<file path="src/hdl/csfw_pkg.sv">
package csfw_pkg;

	localparam int QUEUE_DEPTH = 16;
	localparam int ID_BITS     = 8;
	localparam int PTR_BITS    = $clog2(QUEUE_DEPTH);
	localparam int FILL_BITS   = $clog2(QUEUE_DEPTH + 1);

	localparam int PID_W   = 8;
	localparam int COUNT_W = 8;
	localparam int WAIT_W  = 5;

	localparam logic [COUNT_W-1:0] COUNT_MAX  = 8'hFF;
	localparam logic [COUNT_W-1:0] COUNT_INIT = 8'd2;

	typedef enum logic {
		FN_WAIT   = 1'b0,
		FN_SIGNAL = 1'b1
	} func_t;

	typedef enum logic [2:0] {
		ST_GRANTED  = 3'd0,
		ST_QUEUED   = 3'd1,
		ST_RETURNED = 3'd2,
		ST_WOKEN    = 3'd3,
		ST_REFUSED  = 3'd4
	} status_t;

	typedef enum logic {
		CS_IDLE = 1'b0,
		CS_READ = 1'b1
	} ctl_state_t;

	typedef struct packed {
		func_t            func;
		logic [PID_W-1:0] process_id;
	} in_t;

	typedef struct packed {
		status_t            status;
		logic [PID_W-1:0]   woken_id;
		logic [COUNT_W-1:0] available;
		logic [WAIT_W-1:0]  waiting;
	} out_t;

	typedef struct packed {
		logic                we;
		logic [PTR_BITS-1:0] waddr;
		logic [ID_BITS-1:0]  wdata;
		logic                re;
		logic [PTR_BITS-1:0] raddr;
	} ram_req_t;

	function automatic logic [PTR_BITS-1:0] ptr_next(input logic [PTR_BITS-1:0] p);
		return (p == PTR_BITS'(QUEUE_DEPTH - 1)) ? '0 : p + 1'b1;
	endfunction

endpackage

</file>
<file path="src/hdl/csfw_wait_ram.sv">
module csfw_wait_ram
	import csfw_pkg::*;
(
	input  logic               clk,
	input  ram_req_t           req,
	output logic [ID_BITS-1:0] rdata
);

	logic [ID_BITS-1:0] mem [QUEUE_DEPTH];
	logic [ID_BITS-1:0] rdata_q;

	always_ff @(posedge clk) begin
		if (req.we) begin
			mem[req.waddr] <= req.wdata;
		end
		if (req.re) begin
			rdata_q <= mem[req.raddr];
		end
	end

	assign rdata = rdata_q;

endmodule

</file>
<file path="src/hdl/csfw_ctrl.sv">
module csfw_ctrl
	import csfw_pkg::*;
(
	input  logic               clk,
	input  logic               arst_n,
	input  logic               in_valid,
	output logic               in_ready,
	input  in_t                in_data,
	output logic               out_valid,
	input  logic               out_ready,
	output out_t               out_data,
	input  logic               cfg_valid,
	input  logic [COUNT_W-1:0] cfg_data,
	output ram_req_t           ram_req,
	input  logic [ID_BITS-1:0] ram_rdata
);

	ctl_state_t          state_q, state_d;
	logic [COUNT_W-1:0]  count_q, count_d;
	logic [PTR_BITS-1:0] head_q, head_d;
	logic [PTR_BITS-1:0] tail_q, tail_d;
	logic [FILL_BITS-1:0] fill_q, fill_d;
	logic                out_valid_q;
	out_t                out_q;
	status_t             status_d;
	logic                take;
	logic                wake;

	always_comb begin
		in_ready = (state_q == CS_IDLE) && (!out_valid_q || out_ready);
		take     = in_valid && in_ready;
		count_d  = count_q;
		head_d   = head_q;
		tail_d   = tail_q;
		fill_d   = fill_q;
		status_d = ST_REFUSED;
		wake     = 1'b0;
		ram_req  = '0;
		ram_req.waddr = tail_q;
		ram_req.wdata = ID_BITS'(in_data.process_id);
		ram_req.raddr = head_q;

		case (in_data.func)
			FN_WAIT: begin
				if (count_q != '0) begin
					count_d  = count_q - 1'b1;
					status_d = ST_GRANTED;
				end else if (fill_q != FILL_BITS'(QUEUE_DEPTH)) begin
					ram_req.we = take;
					tail_d     = ptr_next(tail_q);
					fill_d     = fill_q + 1'b1;
					status_d   = ST_QUEUED;
				end
			end
			FN_SIGNAL: begin
				if (fill_q != '0) begin
					ram_req.re = take;
					wake       = 1'b1;
					head_d     = ptr_next(head_q);
					fill_d     = fill_q - 1'b1;
					status_d   = ST_WOKEN;
				end else if (count_q != COUNT_MAX) begin
					count_d  = count_q + 1'b1;
					status_d = ST_RETURNED;
				end
			end
			default: begin
				status_d = ST_REFUSED;
			end
		endcase

		state_d = state_q;
		case (state_q)
			CS_IDLE: begin
				if (take && wake) begin
					state_d = CS_READ;
				end
			end
			CS_READ: begin
				state_d = CS_IDLE;
			end
			default: begin
				state_d = CS_IDLE;
			end
		endcase
	end

	always_ff @(posedge clk or negedge arst_n) begin
		if (!arst_n) begin
			state_q     <= CS_IDLE;
			count_q     <= COUNT_INIT;
			head_q      <= '0;
			tail_q      <= '0;
			fill_q      <= '0;
			out_valid_q <= 1'b0;
		end else begin
			state_q <= state_d;
			// register write reloads the count; queue is left alone
			if (cfg_valid) begin
				count_q <= cfg_data;
			end else if (take) begin
				count_q <= count_d;
			end
			if (take) begin
				head_q <= head_d;
				tail_q <= tail_d;
				fill_q <= fill_d;
			end
			if ((take && !wake) || state_q == CS_READ) begin
				out_valid_q <= 1'b1;
			end else if (out_ready) begin
				out_valid_q <= 1'b0;
			end
		end
	end

	always_ff @(posedge clk) begin
		if (take) begin
			out_q.status    <= status_d;
			out_q.woken_id  <= '0;
			out_q.available <= count_d;
			out_q.waiting   <= WAIT_W'(fill_d);
		end else if (state_q == CS_READ) begin
			out_q.woken_id <= PID_W'(ram_rdata);
		end
	end

	assign out_valid = out_valid_q;
	assign out_data  = out_q;

endmodule

</file>
<file path="src/hdl/counting_semaphore_fifo_wait.sv">
// Counting semaphore with a FIFO queue of blocked requesters.
// Request channel (in_valid/in_ready/in_data): func selects wait or signal;
// process_id names the requester of a wait. Each request yields exactly one
// result on out_valid/out_ready/out_data: status, woken ID, count and queue fill
// after the operation.
// cfg_valid/cfg_data loads the unit count; cfg_ready is always high. Write it
// only while no request is in flight; the queue is not touched.
// Timing: the result is registered in the cycle after acceptance. A signal that
// wakes a waiter reads the queue memory first and loads the ID from CS_READ.
// Throughput: one request per cycle unless the output stalls, except a waking
// signal, which holds the request channel in CS_READ for the single read port.
// Reset: count is 2, queue empty, output empty; no memory clearing pass.
// Output stall: the result register holds; a new request is taken in the same
// cycle the pending result is taken, otherwise in_ready stays low.
module counting_semaphore_fifo_wait
	import csfw_pkg::*;
(
	input  logic               clk,
	input  logic               arst_n,
	input  logic               in_valid,
	output logic               in_ready,
	input  in_t                in_data,
	output logic               out_valid,
	input  logic               out_ready,
	output out_t               out_data,
	input  logic               cfg_valid,
	output logic               cfg_ready,
	input  logic [COUNT_W-1:0] cfg_data
);

	ram_req_t           ram_req;
	logic [ID_BITS-1:0] ram_rdata;

	assign cfg_ready = 1'b1;

	csfw_ctrl u_ctrl (
		.clk       (clk),
		.arst_n    (arst_n),
		.in_valid  (in_valid),
		.in_ready  (in_ready),
		.in_data   (in_data),
		.out_valid (out_valid),
		.out_ready (out_ready),
		.out_data  (out_data),
		.cfg_valid (cfg_valid && cfg_ready),
		.cfg_data  (cfg_data),
		.ram_req   (ram_req),
		.ram_rdata (ram_rdata)
	);

	csfw_wait_ram u_ram (
		.clk   (clk),
		.req   (ram_req),
		.rdata (ram_rdata)
	);

	// a waking read blocks the next request until its data lands
	a_read_interlock: assert property (@(posedge clk) disable iff (!arst_n)
		ram_req.re |=> !in_ready)
		else $error("request accepted while wait memory read pending");

	a_read_delivers: assert property (@(posedge clk) disable iff (!arst_n)
		ram_req.re |-> ##2 out_valid)
		else $error("woken result not delivered after memory read");

	a_no_rw_overlap: assert property (@(posedge clk) disable iff (!arst_n)
		!(ram_req.we && ram_req.re))
		else $error("wait memory written and read in one cycle");

	a_queued_nonempty: assert property (@(posedge clk) disable iff (!arst_n)
		(out_valid && out_data.status == ST_QUEUED) |-> out_data.waiting != '0)
		else $error("queued result reports an empty queue");

endmodule
</file>
<file path="config.mk">
export PLATFORM = sky130hd
export DESIGN_NAME = counting_semaphore_fifo_wait
export DESIGN_NICKNAME = d
export VERILOG_FILES = /design/src/hdl/csfw_pkg.sv /design/src/hdl/csfw_wait_ram.sv /design/src/hdl/csfw_ctrl.sv /design/src/hdl/counting_semaphore_fifo_wait.sv
export SDC_FILE = /design/constraint.sdc
export NUM_CORES = 1
export LEC_CHECK = 0
export BUFFER_PORTS_ARGS = -buffer_cell sky130_fd_sc_hd__buf_2
export CORE_ASPECT_RATIO = 0.9
export CORE_MARGIN = 5
export CORE_UTILIZATION = 40
export CTS_CLUSTER_DIAMETER = 150
export DETAILED_ROUTE_END_ITERATION = 8
export GPL_TIMING_DRIVEN = 0
export SKIP_LAST_GASP = 1
export SYNTH_ARGS = -nofsm -noshare
export SYNTH_HDL_FRONTEND = slang
export SYNTH_SLANG_ARGS = --single-unit
</file>
<file path="constraint.sdc">
create_clock -name clk -period 5.05 [get_ports clk]
set_input_delay 1.2625 -clock clk [delete_from_list [all_inputs] [get_ports clk]]
set_output_delay 1.2625 -clock clk [all_outputs]
set_load 0.02 [all_outputs]
</file>
Word level (Yosys, flattened, before mapping)
Memory sizes are Yosys's and may differ from the RTL's. A register that Yosys moved wholly into a read port is not among the register bits.
Index checks and enable logic that the tools add are counted.
- register bits after elaboration: 47
- bits in latches: 0
- bits in writable memories: 128
- ROM bits: 0
- input port bits: 22
- output and inout bits: 27
- logic and storage cells: 68
- memories: 1
- $add $sub $neg: 6
- $mul: 0
- div/mod/pow operators: 0
- order comparisons: 0
- equal/unequal tests: 4
- shift operators: 0
- muxes and demuxes: 30
- bitwise logic cells: 3
- reductions and logical operators: 14
- memory list (memory ; words ; bits a word ; rd ports ; clocked after Yosys merged registers in ; write ports ; RTL line ; text):
    u_ram.mem ; 16 ; 8 ; 1 ; 1 ; 1 ; csfw_wait_ram.sv:9 ; logic [ID_BITS-1:0] mem [QUEUE_DEPTH];
- operators by type and width (cell ; count):
    2-to-1 mux 8 bit ; 5
    case mux 8 bit (2 select lines) ; 1
    2-to-1 mux 5 bit ; 3
    2-to-1 mux 1 bit ; 12
    2-to-1 mux 3 bit ; 4
    case mux 5 bit (2 select lines) ; 1
    adder 4 x 1 -> 4 bit (second input constant) ; 2
    adder 8 x 1 -> 8 bit (second input constant) ; 1
    equality test 4 bit (second input constant) ; 2
    2-to-1 mux 4 bit ; 2
    inequality test 8 bit (second input constant) ; 1
    nonzero test 8 bit ; 1
    subtractor 8 x 1 -> 8 bit (second input constant) ; 1
    case mux 3 bit (2 select lines) ; 1
    adder 5 x 1 -> 5 bit (second input constant) ; 1
    inequality test 5 bit (second input constant) ; 1
    nonzero test 5 bit ; 1
    subtractor 5 x 1 -> 5 bit (second input constant) ; 1
    logical AND 1 bit ; 4
    AND reduction 4 bit ; 1
    nonzero test 2 bit ; 2
    NOT 1 bit ; 3
    AND reduction 3 bit ; 1
    zero test 1 bit ; 2
    2 further kinds ; 3

Logic depth before layout (Yosys ltp)
Gate-level depths: netlist of the first run.
- depth in word-level cells: 9
- depth in mapped cells: 9
- gate-level depth less buffers: 7

By module
A second synthesis of the first run with hierarchy kept.
- cell total of the unflattened synthesis: 525
- area total of the unflattened synthesis: 8012.7 µm²
- by module, submodules not included (module ; times used ; cells an instance ; area an instance (µm²) ; sequential area each (µm²)):
    csfw_wait_ram ; 1 ; 229 ; 5227.5 ; 4083.9
    csfw_ctrl ; 1 ; 294 ; 2773.9 ; 1217.4
    counting_semaphore_fifo_wait ; 1 ; 2 ; 11.3 ; 0.0

Least setup slack after synthesis of the first run
OpenSTA, ideal clock, no wires.
- kind: input-to-output
- from: input port out_ready
- to: output port in_ready
- data arrival time: 1.636 ns
- data required time: 3.788 ns
- setup slack: 2.151 ns
- cell stages on the path: 2
- path buffers: 0
- cell sequence: nor2b_1 -> nor2_1
- longest elaborated chain between the ends: 2
- ends and longest elaborated chain (what ; RTL line ; text):
    from (decl) ; counting_semaphore_fifo_wait.sv:24 ; input logic out_ready,
    logical OR 1 bit ; csfw_ctrl.sv:30 ; in_ready = (state_q == CS_IDLE) && (!out_valid_q || out_ready);
    logical AND 1 bit ; csfw_ctrl.sv:30 ;
    to (decl) ; counting_semaphore_fifo_wait.sv:21 ; output logic in_ready,
Every way passes these cells.

Final worst setup path of the first run
- from: register u_ctrl.count_q[0]
- to: memory u_ram.mem[4][0] (enable)
- longest elaborated chain between the ends: 5
- ends and longest elaborated chain (what ; RTL line ; text):
    from (decl) ; csfw_ctrl.sv:19 ; logic [COUNT_W-1:0] count_q, count_d;
    from (signal assigned) ; csfw_ctrl.sv:100 ; count_q <= cfg_data;
    from (signal assigned) ; csfw_ctrl.sv:102 ; count_q <= count_d;
    nonzero test 8 bit ; csfw_ctrl.sv:45 ; if (count_q != '0) begin
    2-to-1 mux 1 bit ; csfw_ctrl.sv:45 ;
    2-to-1 mux 1 bit ; csfw_ctrl.sv:43 ; case (in_data.func)
    2-to-1 mux 1 bit ; csfw_wait_ram.sv:13 ; if (req.we) begin
    2-to-1 mux 1 bit (not written as such) ; csfw_wait_ram.sv:14 ; mem[req.waddr] <= req.wdata;
    to (decl) ; csfw_wait_ram.sv:9 ;
Every way passes these cells.

==> results of run 1 <==
## cell type report
type	instances	area [sq um]	share of cell area [%]
Clock buffer	17	425	4.72
Buffer	31	140	1.56
Tap cell	250	313	3.47
Clock inverter	15	139	1.54
Multi-Input combinational cell	261	2410	26.7
Inverter	13	48.8	0.542
Sequential cell	183	5300	58.9
Timing Repair Buffer	46	230	2.56
## Yosys cell counts (3+ instances only)
| cell type | instances |
|---|---|
| buf_1 | 3 |
| dfxtp_1 | 8 |
| and2_1 | 11 |
| nor2_1 | 18 |
| o21a_1 | 3 |
| mux2i_1 | 10 |
| edfxtp_1 | 152 |
| nand3_1 | 10 |
| nor3_1 | 4 |
| o21ai_0 | 6 |
| xnor2_1 | 6 |
| a31oi_1 | 7 |
| nand2_1 | 28 |
| ha_1 | 10 |
| mux4_2 | 40 |
| a211o_1 | 3 |
| xor2_1 | 3 |
| or3_1 | 5 |
| and3_1 | 10 |
| dfrtp_1 | 22 |
| nor4_1 | 5 |
| inv_1 | 11 |
| clkbuf_1 | 11 |
| a21oi_1 | 14 |
| o21ai_1 | 12 |
| nand4_1 | 5 |
| o211ai_1 | 5 |
| buf_2 | 16 |
| mux2_1 | 4 |
## worst register-to-register path, stage by stage (launching register included)
cell	delay, ps
dfrtp_1	380
clkbuf_1	240
inv_1	150
ha_1	250
nor3b_1	460
nand3_1	340
nor3_1	520
buf_2	290
and3_1	490
## metal layers
layer | track usage, % | wire, microns | vias to the layer above
met4 | 4.40 | 237 | 0
met3 | 3.42 | 990 | 21
met2 | 24.1 | 8250 | 147
met5 | 0 | 0 | -
li1 | - | - | 2069
met1 | 23.9 | 7980 | 2325
## state kept, by name (all words and copies together) (netlist names), 4 cells and up
name,cells
u_ram.mem,128
u_ctrl.out_data,24
u_ctrl.count_q,8
u_ram.rdata,8
u_ctrl.fill_q,5
u_ctrl.head_q,4
u_ctrl.tail_q,4
## worst max path at each step
stage,start,end,slack (ps),cells past startpoint
2_1_floorplan,out_ready,in_ready,2150,2
3_3_place_gp,in_data[8],u_ram.rdata[5],1640,4
3_5_place_dp,in_data[8],u_ram.rdata[7],1600,4
4_1_cts,u_ctrl.count_q[0],u_ram.mem[4][7],1620,8
5_1_grt,u_ctrl.count_q[0],u_ram.mem[4][6],1290,8
6_report,u_ctrl.count_q[0],u_ram.mem[4][0],1570,8
## report_power, final
| group | switching [uW] | total [uW] | internal, uW |
|---|---|---|---|
| logic | 596 | 1080 | 486 |
| clock network | 615 | 1270 | 652 |
| registers | 57.8 | 1810 | 1750 |
| total | 1270 | 4150 | 2890 |
## stage by stage
| stage | total power (uW) | hold WS, ps |
|---|---|---|
| floorplan | 2600 | 456 |
| global placement | 2910 | 463 |
| detailed placement | 2930 | 480 |
| CTS | 4190 | 495 |
| global route | 4360 | 521 |
| finish | 4150 | 490 |
## cell families after synthesis
logic type | synth area share, %
DFF | 67.2
and+or+nand+nor | 8.50
other | 0.0475
xor gates and xnor gates | 0.999
muxes | 13.3
adders and majority gates | 1.59
buffers and inverters | 2.39
AOI/OAI and AO/OA | 6.03
==> flow_summary.yaml, run 1 <==
placed_design:
  place_hpwl_microns: 12000
  dpl_worst_slack_ps: 1600
  port_buffers: 46
  place_congestion: 0.875
  placed_area_sq_um: 8430
  dp.cells: 784
sta:
  hold_violations: 0
  min_period_ps: 3480
  skew_ps: 13.2
  finalSetupViolCount: 0
  fin_tns_setup_ps: 0
  slew_viol_final: 0
  fin_crit_sh_pct: 68.9
  worst_slew_pin_slew_ps: 848
  max-slew-margin-rel_pct: 43.0
  max_freq_mhz: 288
  layout_setup_ws_ps: 1570
  grt_setup_unrepaired: "no"
cts:
  path_clk_slew_ps: 70
  cts_tree: "done"
  ctsResizeCount: 0
  cts_sinks: 183
  cts_setup_buffers: 0
  clk_latency_ps: 430
  root_buffer: "clkbuf_16"
  cts_buffer_depth: 2
  cts.htree.levels: 4
  cts_hold_buffers: 0
  cts_buffers: 17
logic_synthesis:
  ys_types: 64
  yosysTopAreaCell: "edfxtp_1"
  synthTopCellsByArea: "edfxtp_1 (58%), mux4_2 (11%), dfrtp_1 (7.0%)"
  ys_ff_latch: 183
  syn_area_per_cell_sq_um: 16.2
  ys.flop_type: "edfxtp_1"
  ys_seq_area_share_pct: 67.2
  synth_cells: 488
  synth_top_area_share_pct: 57.8
  synth_edf_count: 152
  syn-num-nets: 520
  ys_warn_count: 0
  netlist_area_sq_um: 7890
  async_flop_share_pct: 12.6
global_route:
  grt_pass1_vias: 4539
  grt.overflow.total: 0
  antenna_found_initial: 0
  grt_max_degree: 26
  grt_pass1_wl_microns: 26700
  grt_use_total_pct: 16.1
floorplanning:
  core_area_sq_um: 19300
  dieArea_sq_um: 22600
  die_x_microns: 158
  fp-row-count: 48
  start_util_pct: 40.9
  pin_count: 49
  die_h_microns: 143
cells_and_area:
  mostFrequentLayoutCells: "edfxtp_1 (152), buf_2 (62), mux4_2 (40)"
  fillers: 1649
  fin_area_sq_um: 9000
  final_common_cell: "edfxtp_1"
  area_growth_pct: 14.1
  drive_gt1_share_pct: 25.8
  final_cell_count_no_fill: 816
  final_core_util_pct: 46.7
  nets: 585
  diodes: 0
min_path:
  whs_endpoint: "u_ctrl.out_data[13]"
  hold_depth: 2
  holdCritStartpoint: "u_ram.rdata[0]"
  hold_class: "register to register"
job:
  max-cap-violations: 0
setup_path:
  regToRegSetupSlack_ps: 1570
  r2r_end: "u_ram.mem[4][0]"
  crit_family: "simple AND/OR/NAND/NOR gates"
  crit_path_start_kind: "register"
  crit_path_top_delay_cell: "nor3_1"
  critPathRequiredTime_ps: 5120
  arrival_ps: 3550
  critPathMaxStageDelay_ps: 520
  cp.buffers_inverters: 3
  crit_chain: "clkbuf_1 -> inv_1 -> ha_1 -> nor3b_1 -> nand3_1 -> nor3_1 -> buf_2 -> and3_1"
  critPathKind: "register to register"
  rr_startpoint: "u_ctrl.count_q[0]"
  r2r_cells: 8
  cp_max_fo: 10
  end_kind: "register"
routing:
  routedWlPerCell_microns: 21.4
  remaining_drc_errors: 0
  drt_first_iter_violations: 361
  vias: 4562
  routed_wirelength_microns: 17500
  dr.pass1.iters: 5
  postRouteAntennaNets: 0
  viasPerCell: 5.59
pwr:
  peakVddDrop_uv: 251
  leakage_uw: 0.00311
  p_per_area_nw_per_um2: 461
status:
  status: "finished clean"
No activity file was read; power rests on OpenSTA's default activity.
==> run 2: changes to the inputs <==
ABC_AREA = 1   (was not set)
clock period = 2.8 ns   (was 5.05 ns; I/O delays follow)
==> run 2 against run 1 <==
  * Total power up 100%
  * Count of clock-buffer cells in the layout did not move
  * Core utilization shrank 0.42 points
  * Die area is 2.7% higher
  * Sequential share of layout area shrank 1.6 points
  * Non-clock buffer count rose by 1
  * Routed wire length is 7.7% higher
  * Synthesized cell count increased by 48%
  * Register-to-register slack got worse by 1400 ps
  * Final cell count increased by 29%
  * Fmax grew 31%
  * Highest routed layer unchanged
==> flow_summary.yaml, run 2 <==
logic_synthesis:
  async_flop_share_pct: 12.6
  synth_compound_area_share_pct: 9.88
  syn-num-nets: 755
  synthTopCellsByCount: "edfxtp_1 (152), nor2_1 (113), nand2_1 (105)"
  ys_seq_area_share_pct: 65.3
  ys_warn_count: 0
  ys_ff_latch: 183
  ys_types: 41
  ys.flop_type: "edfxtp_1"
  yosysTopAreaCell: "edfxtp_1"
  synth_top_area_share_pct: 56.2
  synthAdderAreaFrac_pct: 1.54
  synthSimpleGateAreaFrac_pct: 16.7
  synth_top_family_by_area: "simple AND/OR/NAND/NOR gates"
  syn_area_per_cell_sq_um: 11.2
  netlist_area_sq_um: 8120
  synth_cells: 723
  yosys.area_share.xor_xnor_pct: 1.17
  synthTopCellsByArea: "edfxtp_1 (56%), dfrtp_1 (6.8%), nor2_1 (5.2%)"
  synthMuxAreaShare_pct: 1.11
  yosysMostFrequentCell: "edfxtp_1"
  synth_edf_count: 152
floorplanning:
  core_area_sq_um: 20000
  start_util_pct: 40.6
  die_x_microns: 160
  die_h_microns: 145
  dieArea_sq_um: 23300
  pin_count: 49
  fp-row-count: 49
cts:
  path_clk_slew_ps: 70
  cts_buffer_depth: 2
  cts_tree: "done"
  cts_buffers: 17
  cts_sinks: 183
  ctsResizeCount: 0
  root_buffer: "clkbuf_16"
  clk_latency_ps: 430
  cts_setup_buffers: 0
  cts_hold_buffers: 0
  cts.htree.levels: 4
global_route:
  grt_max_degree: 24
  grt_pass1_wl_microns: 29000
  grt.overflow.total: 0
  grt_use_total_pct: 16.3
  antenna_found_initial: 0
  grt_pass1_vias: 5118
cells_and_area:
  fillers: 1841
  final_cell_count_no_fill: 1055
  nets: 819
  mostFrequentLayoutCells: "edfxtp_1 (152), nor2_1 (113), nand2_1 (105)"
  diodes: 0
  largest_register_ffs: 128
  area_growth_pct: 13.9
  drive_gt1_share_pct: 16.9
  regMostFlops: "u_ram.mem"
  final_common_cell: "edfxtp_1"
sta:
  finalSetupViolCount: 0
  layout_setup_ws_ps: 151
  min_period_ps: 2650
  skew_ps: 11.4
  slew_viol_final: 0
  grt_setup_unrepaired: "no"
  max-slew-margin-rel_pct: 43.6
  hold_ws_ps: 280
  fin_crit_sh_pct: 94.6
  max_freq_mhz: 377
  hold_violations: 0
  fin_tns_setup_ps: 0
  worst_slew_pin_slew_ps: 843
setup_path:
  r2r_cells: 8
  arrival_ps: 2710
  setup.worst_path.end: "u_ram.mem[10][2]"
  critPathRequiredTime_ps: 2860
  cp_max_fo: 8
  critPathKind: "register to register"
  r2r_end: "u_ram.mem[10][2]"
  rr_startpoint: "u_ctrl.count_q[0]"
  crit_path_start_kind: "register"
  cp-startpoint: "u_ctrl.count_q[0]"
  regToRegSetupSlack_ps: 150
  end_kind: "register"
routing:
  drt_first_iter_violations: 498
  vias: 5483
  dr.pass1.iters: 5
  routedWlPerCell_microns: 17.8
  remaining_drc_errors: 0
  viasPerCell: 5.20
  routed_wirelength_microns: 18800
  postRouteAntennaNets: 0
status:
  status: "finished clean"
placed_design:
  dpl_worst_slack_ps: 97.6
  port_buffers: 45
  place_hpwl_microns: 12900
  dp.cells: 1023
  place_congestion: 0.839
min_path:
  hold_class: "primary input to async pin"
pwr:
  p_per_area_nw_per_um2: 918
  totalPowerFinal_uw: 8500
  peakVddDrop_uv: 436
  leakage_uw: 0.00359
job:
  max-cap-violations: 0
-- run 2: changes by cell type in the layout (fill, tap and decap cells not counted), sizes merged, moves of 8 or more --
cell,before,now
o22ai,1,16
a21oi,16,3
mux4,40,0
nor2,18,123
nor4,8,0
mux2i,10,0
nand2,28,117
o211ai,5,33
and3,10,0
and2,11,2
inv,19,56
o21ai,18,84
nand3,10,42
-- run 2: power breakdown --
| part | total [uW] | switching [uW] | internal, uW |
|---|---|---|---|
| registers | 3390 | 163 | 3230 |
| clock network | 2370 | 1110 | 1260 |
| logic | 2730 | 1890 | 837 |
| total | 8500 | 3160 | 5330 |
-- run 2: final cells by class --
| type | instances | area (sq um) | area share, % |
|---|---|---|---|
| timing repair buffer | 45 | 225 | 2.43 |
| inverter | 49 | 186 | 2.02 |
| clock inverter | 15 | 160 | 1.73 |
| multi-input combinational | 458 | 2470 | 26.7 |
| sequential | 183 | 5300 | 57.3 |
| buffer | 33 | 163 | 1.76 |
| clock buffer | 17 | 425 | 4.60 |
| tap | 255 | 319 | 3.45 |
-- run 2: how the worst min path moves through the flow --
| stage | to | slack (ps) | cells after the start |
|---|---|---|---|
| 2_1_floorplan | u_ctrl.count_q[0] | 400 | 0 |
| 6_report | u_ctrl.count_q[2] | 280 | 1 |
| 5_1_grt | u_ctrl.count_q[4] | 320 | 1 |
| 3_3_place_gp | u_ctrl.out_data[20] | 530 | 3 |
| 4_1_cts | u_ctrl.count_q[2] | 290 | 1 |
| 3_5_place_dp | u_ctrl.out_valid | 540 | 2 |
-- run 2: through the flow --
| step | utilization [%] | cell area, sq um |
|---|---|---|
| 6_report | 46.3 | 9250 |
| 5_1_grt | 46.3 | 9250 |
| 4_1_cts | 46.3 | 9250 |
| 3_5_place_dp | 43.4 | 8670 |
| 3_3_place_gp | 43.4 | 8670 |
| 2_1_floorplan | - | 8120 |
-- run 2: cells by family (layout without fill, tap and decap cells) --
family | Yosys count | count (layout)
flops | 183 | 183
buf+inv | 82 | 159
mux | 8 | 8
xor+xnor | 10 | 10
other cells | 1 | 1
compound gates | 137 | 137
simple gates | 292 | 292
fa+ha+maj | 10 | 10
-- run 2: worst max-delay path: stages (launching register included) --
cell,delay [ps]
dfrtp_1,430
inv_1,170
ha_1,210
nand3_2,140
nor2_8,220
nand3b_4,140
nor2_8,200
nand2_4,100
nor2_1,650
-- run 2: metal layers --
metal / up-vias / routed length (microns) / share of wire [%] / global-route usage (%)
met2: 179 / 8080 / 43 / 23.0
li1: 2651 / - / - / -
met5: - / 0 / 0 / 0
met3: 32 / 1460 / 7.7 / 4.40
met4: 0 / 366 / 1.9 / 5.55
met1: 2621 / 8910 / 47 / 24.3
==> run 3: changes to the inputs <==
CELL_PAD_IN_SITES_DETAIL_PLACEMENT = 1   (was not set)
CELL_PAD_IN_SITES_GLOBAL_PLACEMENT = 1   (was not set)
PLACE_DENSITY_LB_ADDON = 0.1   (was not set)
==> run 3 against run 2 <==
  * Non-clock buffer count unchanged
  * Count of clock-buffer cells in the layout stayed put
  * Fmax fell by 2.8%
==> flow_summary.yaml, run 3 (synthesis results as in run 2) <==
sta:
  min_period_ps: 2730
  max-slew-margin-rel_pct: 42.3
  slew_viol_final: 0
  skew_ps: 13.9
  finalSetupViolCount: 0
  worst_slew_pin_slew_ps: 862
  fin_crit_sh_pct: 97.3
  hold_violations: 0
  grt_setup_unrepaired: "yes"
  max_freq_mhz: 367
cells_and_area:
  drive_gt1_share_pct: 17.5
  final_cell_count_no_fill: 1055
  fillers: 2213
  regMostFlops: "u_ram.mem"
  mostFrequentLayoutCells: "edfxtp_1 (152), nor2_1 (108), nand2_1 (105)"
  final_common_cell: "edfxtp_1"
  final_core_util_pct: 46.4
  largest_register_ffs: 128
  nets: 819
  diodes: 0
  area_growth_pct: 14.1
setup_path:
  rr_startpoint: "u_ctrl.count_q[0]"
  crit_path_start_kind: "register"
  regToRegSetupSlack_ps: 70
  r2r_end: "u_ram.mem[14][2]"
  crit_path_top_delay_cell: "nor2_1"
  cp_max_fo: 8
  r2r_cells: 8
  crit_family: "simple AND/OR/NAND/NOR gates"
  end_kind: "register"
  cp.buffers_inverters: 1
  critPathRequiredTime_ps: 2860
  arrival_ps: 2790
  critPathMaxStageDelay_ps: 670
  critPathKind: "register to register"
  cp_common_cell: "nor2_8"
  crit_chain: "inv_1 -> ha_1 -> nand3_2 -> nor2_8 -> nand3b_4 -> nor2_8 -> nand2_4 -> nor2_1"
min_path:
  hold_class: "primary input to async pin"
cts:
  cts_hold_buffers: 0
  path_clk_slew_ps: 70
  cts_tree: "done"
  cts_setup_buffers: 0
  cts_sinks: 183
  cts_buffers: 17
  ctsResizeCount: 0
  clk_latency_ps: 440
  cts.htree.levels: 4
  root_buffer: "clkbuf_16"
  cts_buffer_depth: 2
routing:
  routedWlPerCell_microns: 20.5
  routed_wirelength_microns: 21600
  remaining_drc_errors: 0
  drt_first_iter_violations: 371
  viasPerCell: 5.25
  postRouteAntennaNets: 0
  met1Wirelength_microns: 10800
  vias: 5534
  dr.pass1.iters: 5
  highest_layer: "met4"
  wl_met3_microns: 815
  met2WireLength_microns: 9780
floorplanning:
  die_x_microns: 160
  dieArea_sq_um: 23300
  core_area_sq_um: 20000
  die_h_microns: 145
  start_util_pct: 40.6
  fp-row-count: 49
  pin_count: 49
pwr:
  p_per_area_nw_per_um2: 935
  peakVddDrop_uv: 456
  leakage_uw: 0.00359
  totalPowerFinal_uw: 8660
global_route:
  grt_pass1_wl_microns: 33900
  grt_pass1_vias: 5867
  antenna_found_initial: 0
  grt_max_degree: 24
  grt_use_total_pct: 19.0
  grt.overflow.total: 0
placed_design:
  dp.cells: 1023
  place_hpwl_microns: 15200
  place_congestion: 0.839
  port_buffers: 45
job:
  max-cap-violations: 0
status:
  status: "finished clean"
## run 3: layout make-up
type                    instances  area (sq um)  area share [%]
plain buffers                  33           163            1.76
clock inverters                15           160            1.73
well taps                     255           319            3.44
flip-flops and latches        183          5300            57.2
clock buffers                  17           425            4.59
multi-input cells             458          2480            26.8
repair buffers                 45           225            2.43
inverters                      49           186            2.01
## run 3: power by group
group / total (uW) / switching (uW) / internal (uW)
logic: 2870 / 2030 / 838
clock network: 2400 / 1130 / 1260
registers: 3400 / 168 / 3230
total: 8660 / 3330 / 5330
## run 3: worst max path at each step
stage / startpoint / end / slack (ps) / cells after the start
after floorplan: out_ready / u_ram.mem[3][0] / 490 / 7
after global placement: in_data[8] / u_ram.mem[15][5] / 80 / 6
after detailed placement: out_ready / u_ram.mem[15][6] / 30 / 8
after CTS: u_ctrl.count_q[0] / u_ram.mem[15][2] / 30 / 8
after global routing: u_ctrl.count_q[0] / u_ram.mem[0][1] / -20 / 8
final: u_ctrl.count_q[0] / u_ram.mem[14][2] / 70 / 8
## run 3: per-layer routing
layer  vias up  global-route usage (%)
met1      2774                    28.3
met4         0                    4.09
li1       2647                       -
met3        15                    3.74
met5         -                       0
met2        98                    29.2
## run 3: worst reg2reg max path: stages, from the launching register on
cell and delay (ps):
dfrtp_1 440, inv_1 180, ha_1 220, nand3_2 160, nor2_8 220, nand3b_4 140, nor2_8 210, nand2_4 110
nor2_1 670
## run 3: per-stage QoR
stage                     area [sq um]  hold WS [ps]  setup WS, ps  setup TNS, ps
after global placement            8670           528          84.9              0
after global routing              9260           314         -18.7           -311
final                             9260           278          74.2              0
after CTS                         9250           288          29.7              0
after floorplan                   8120           404           491              0
after detailed placement          8670           548          31.4              0
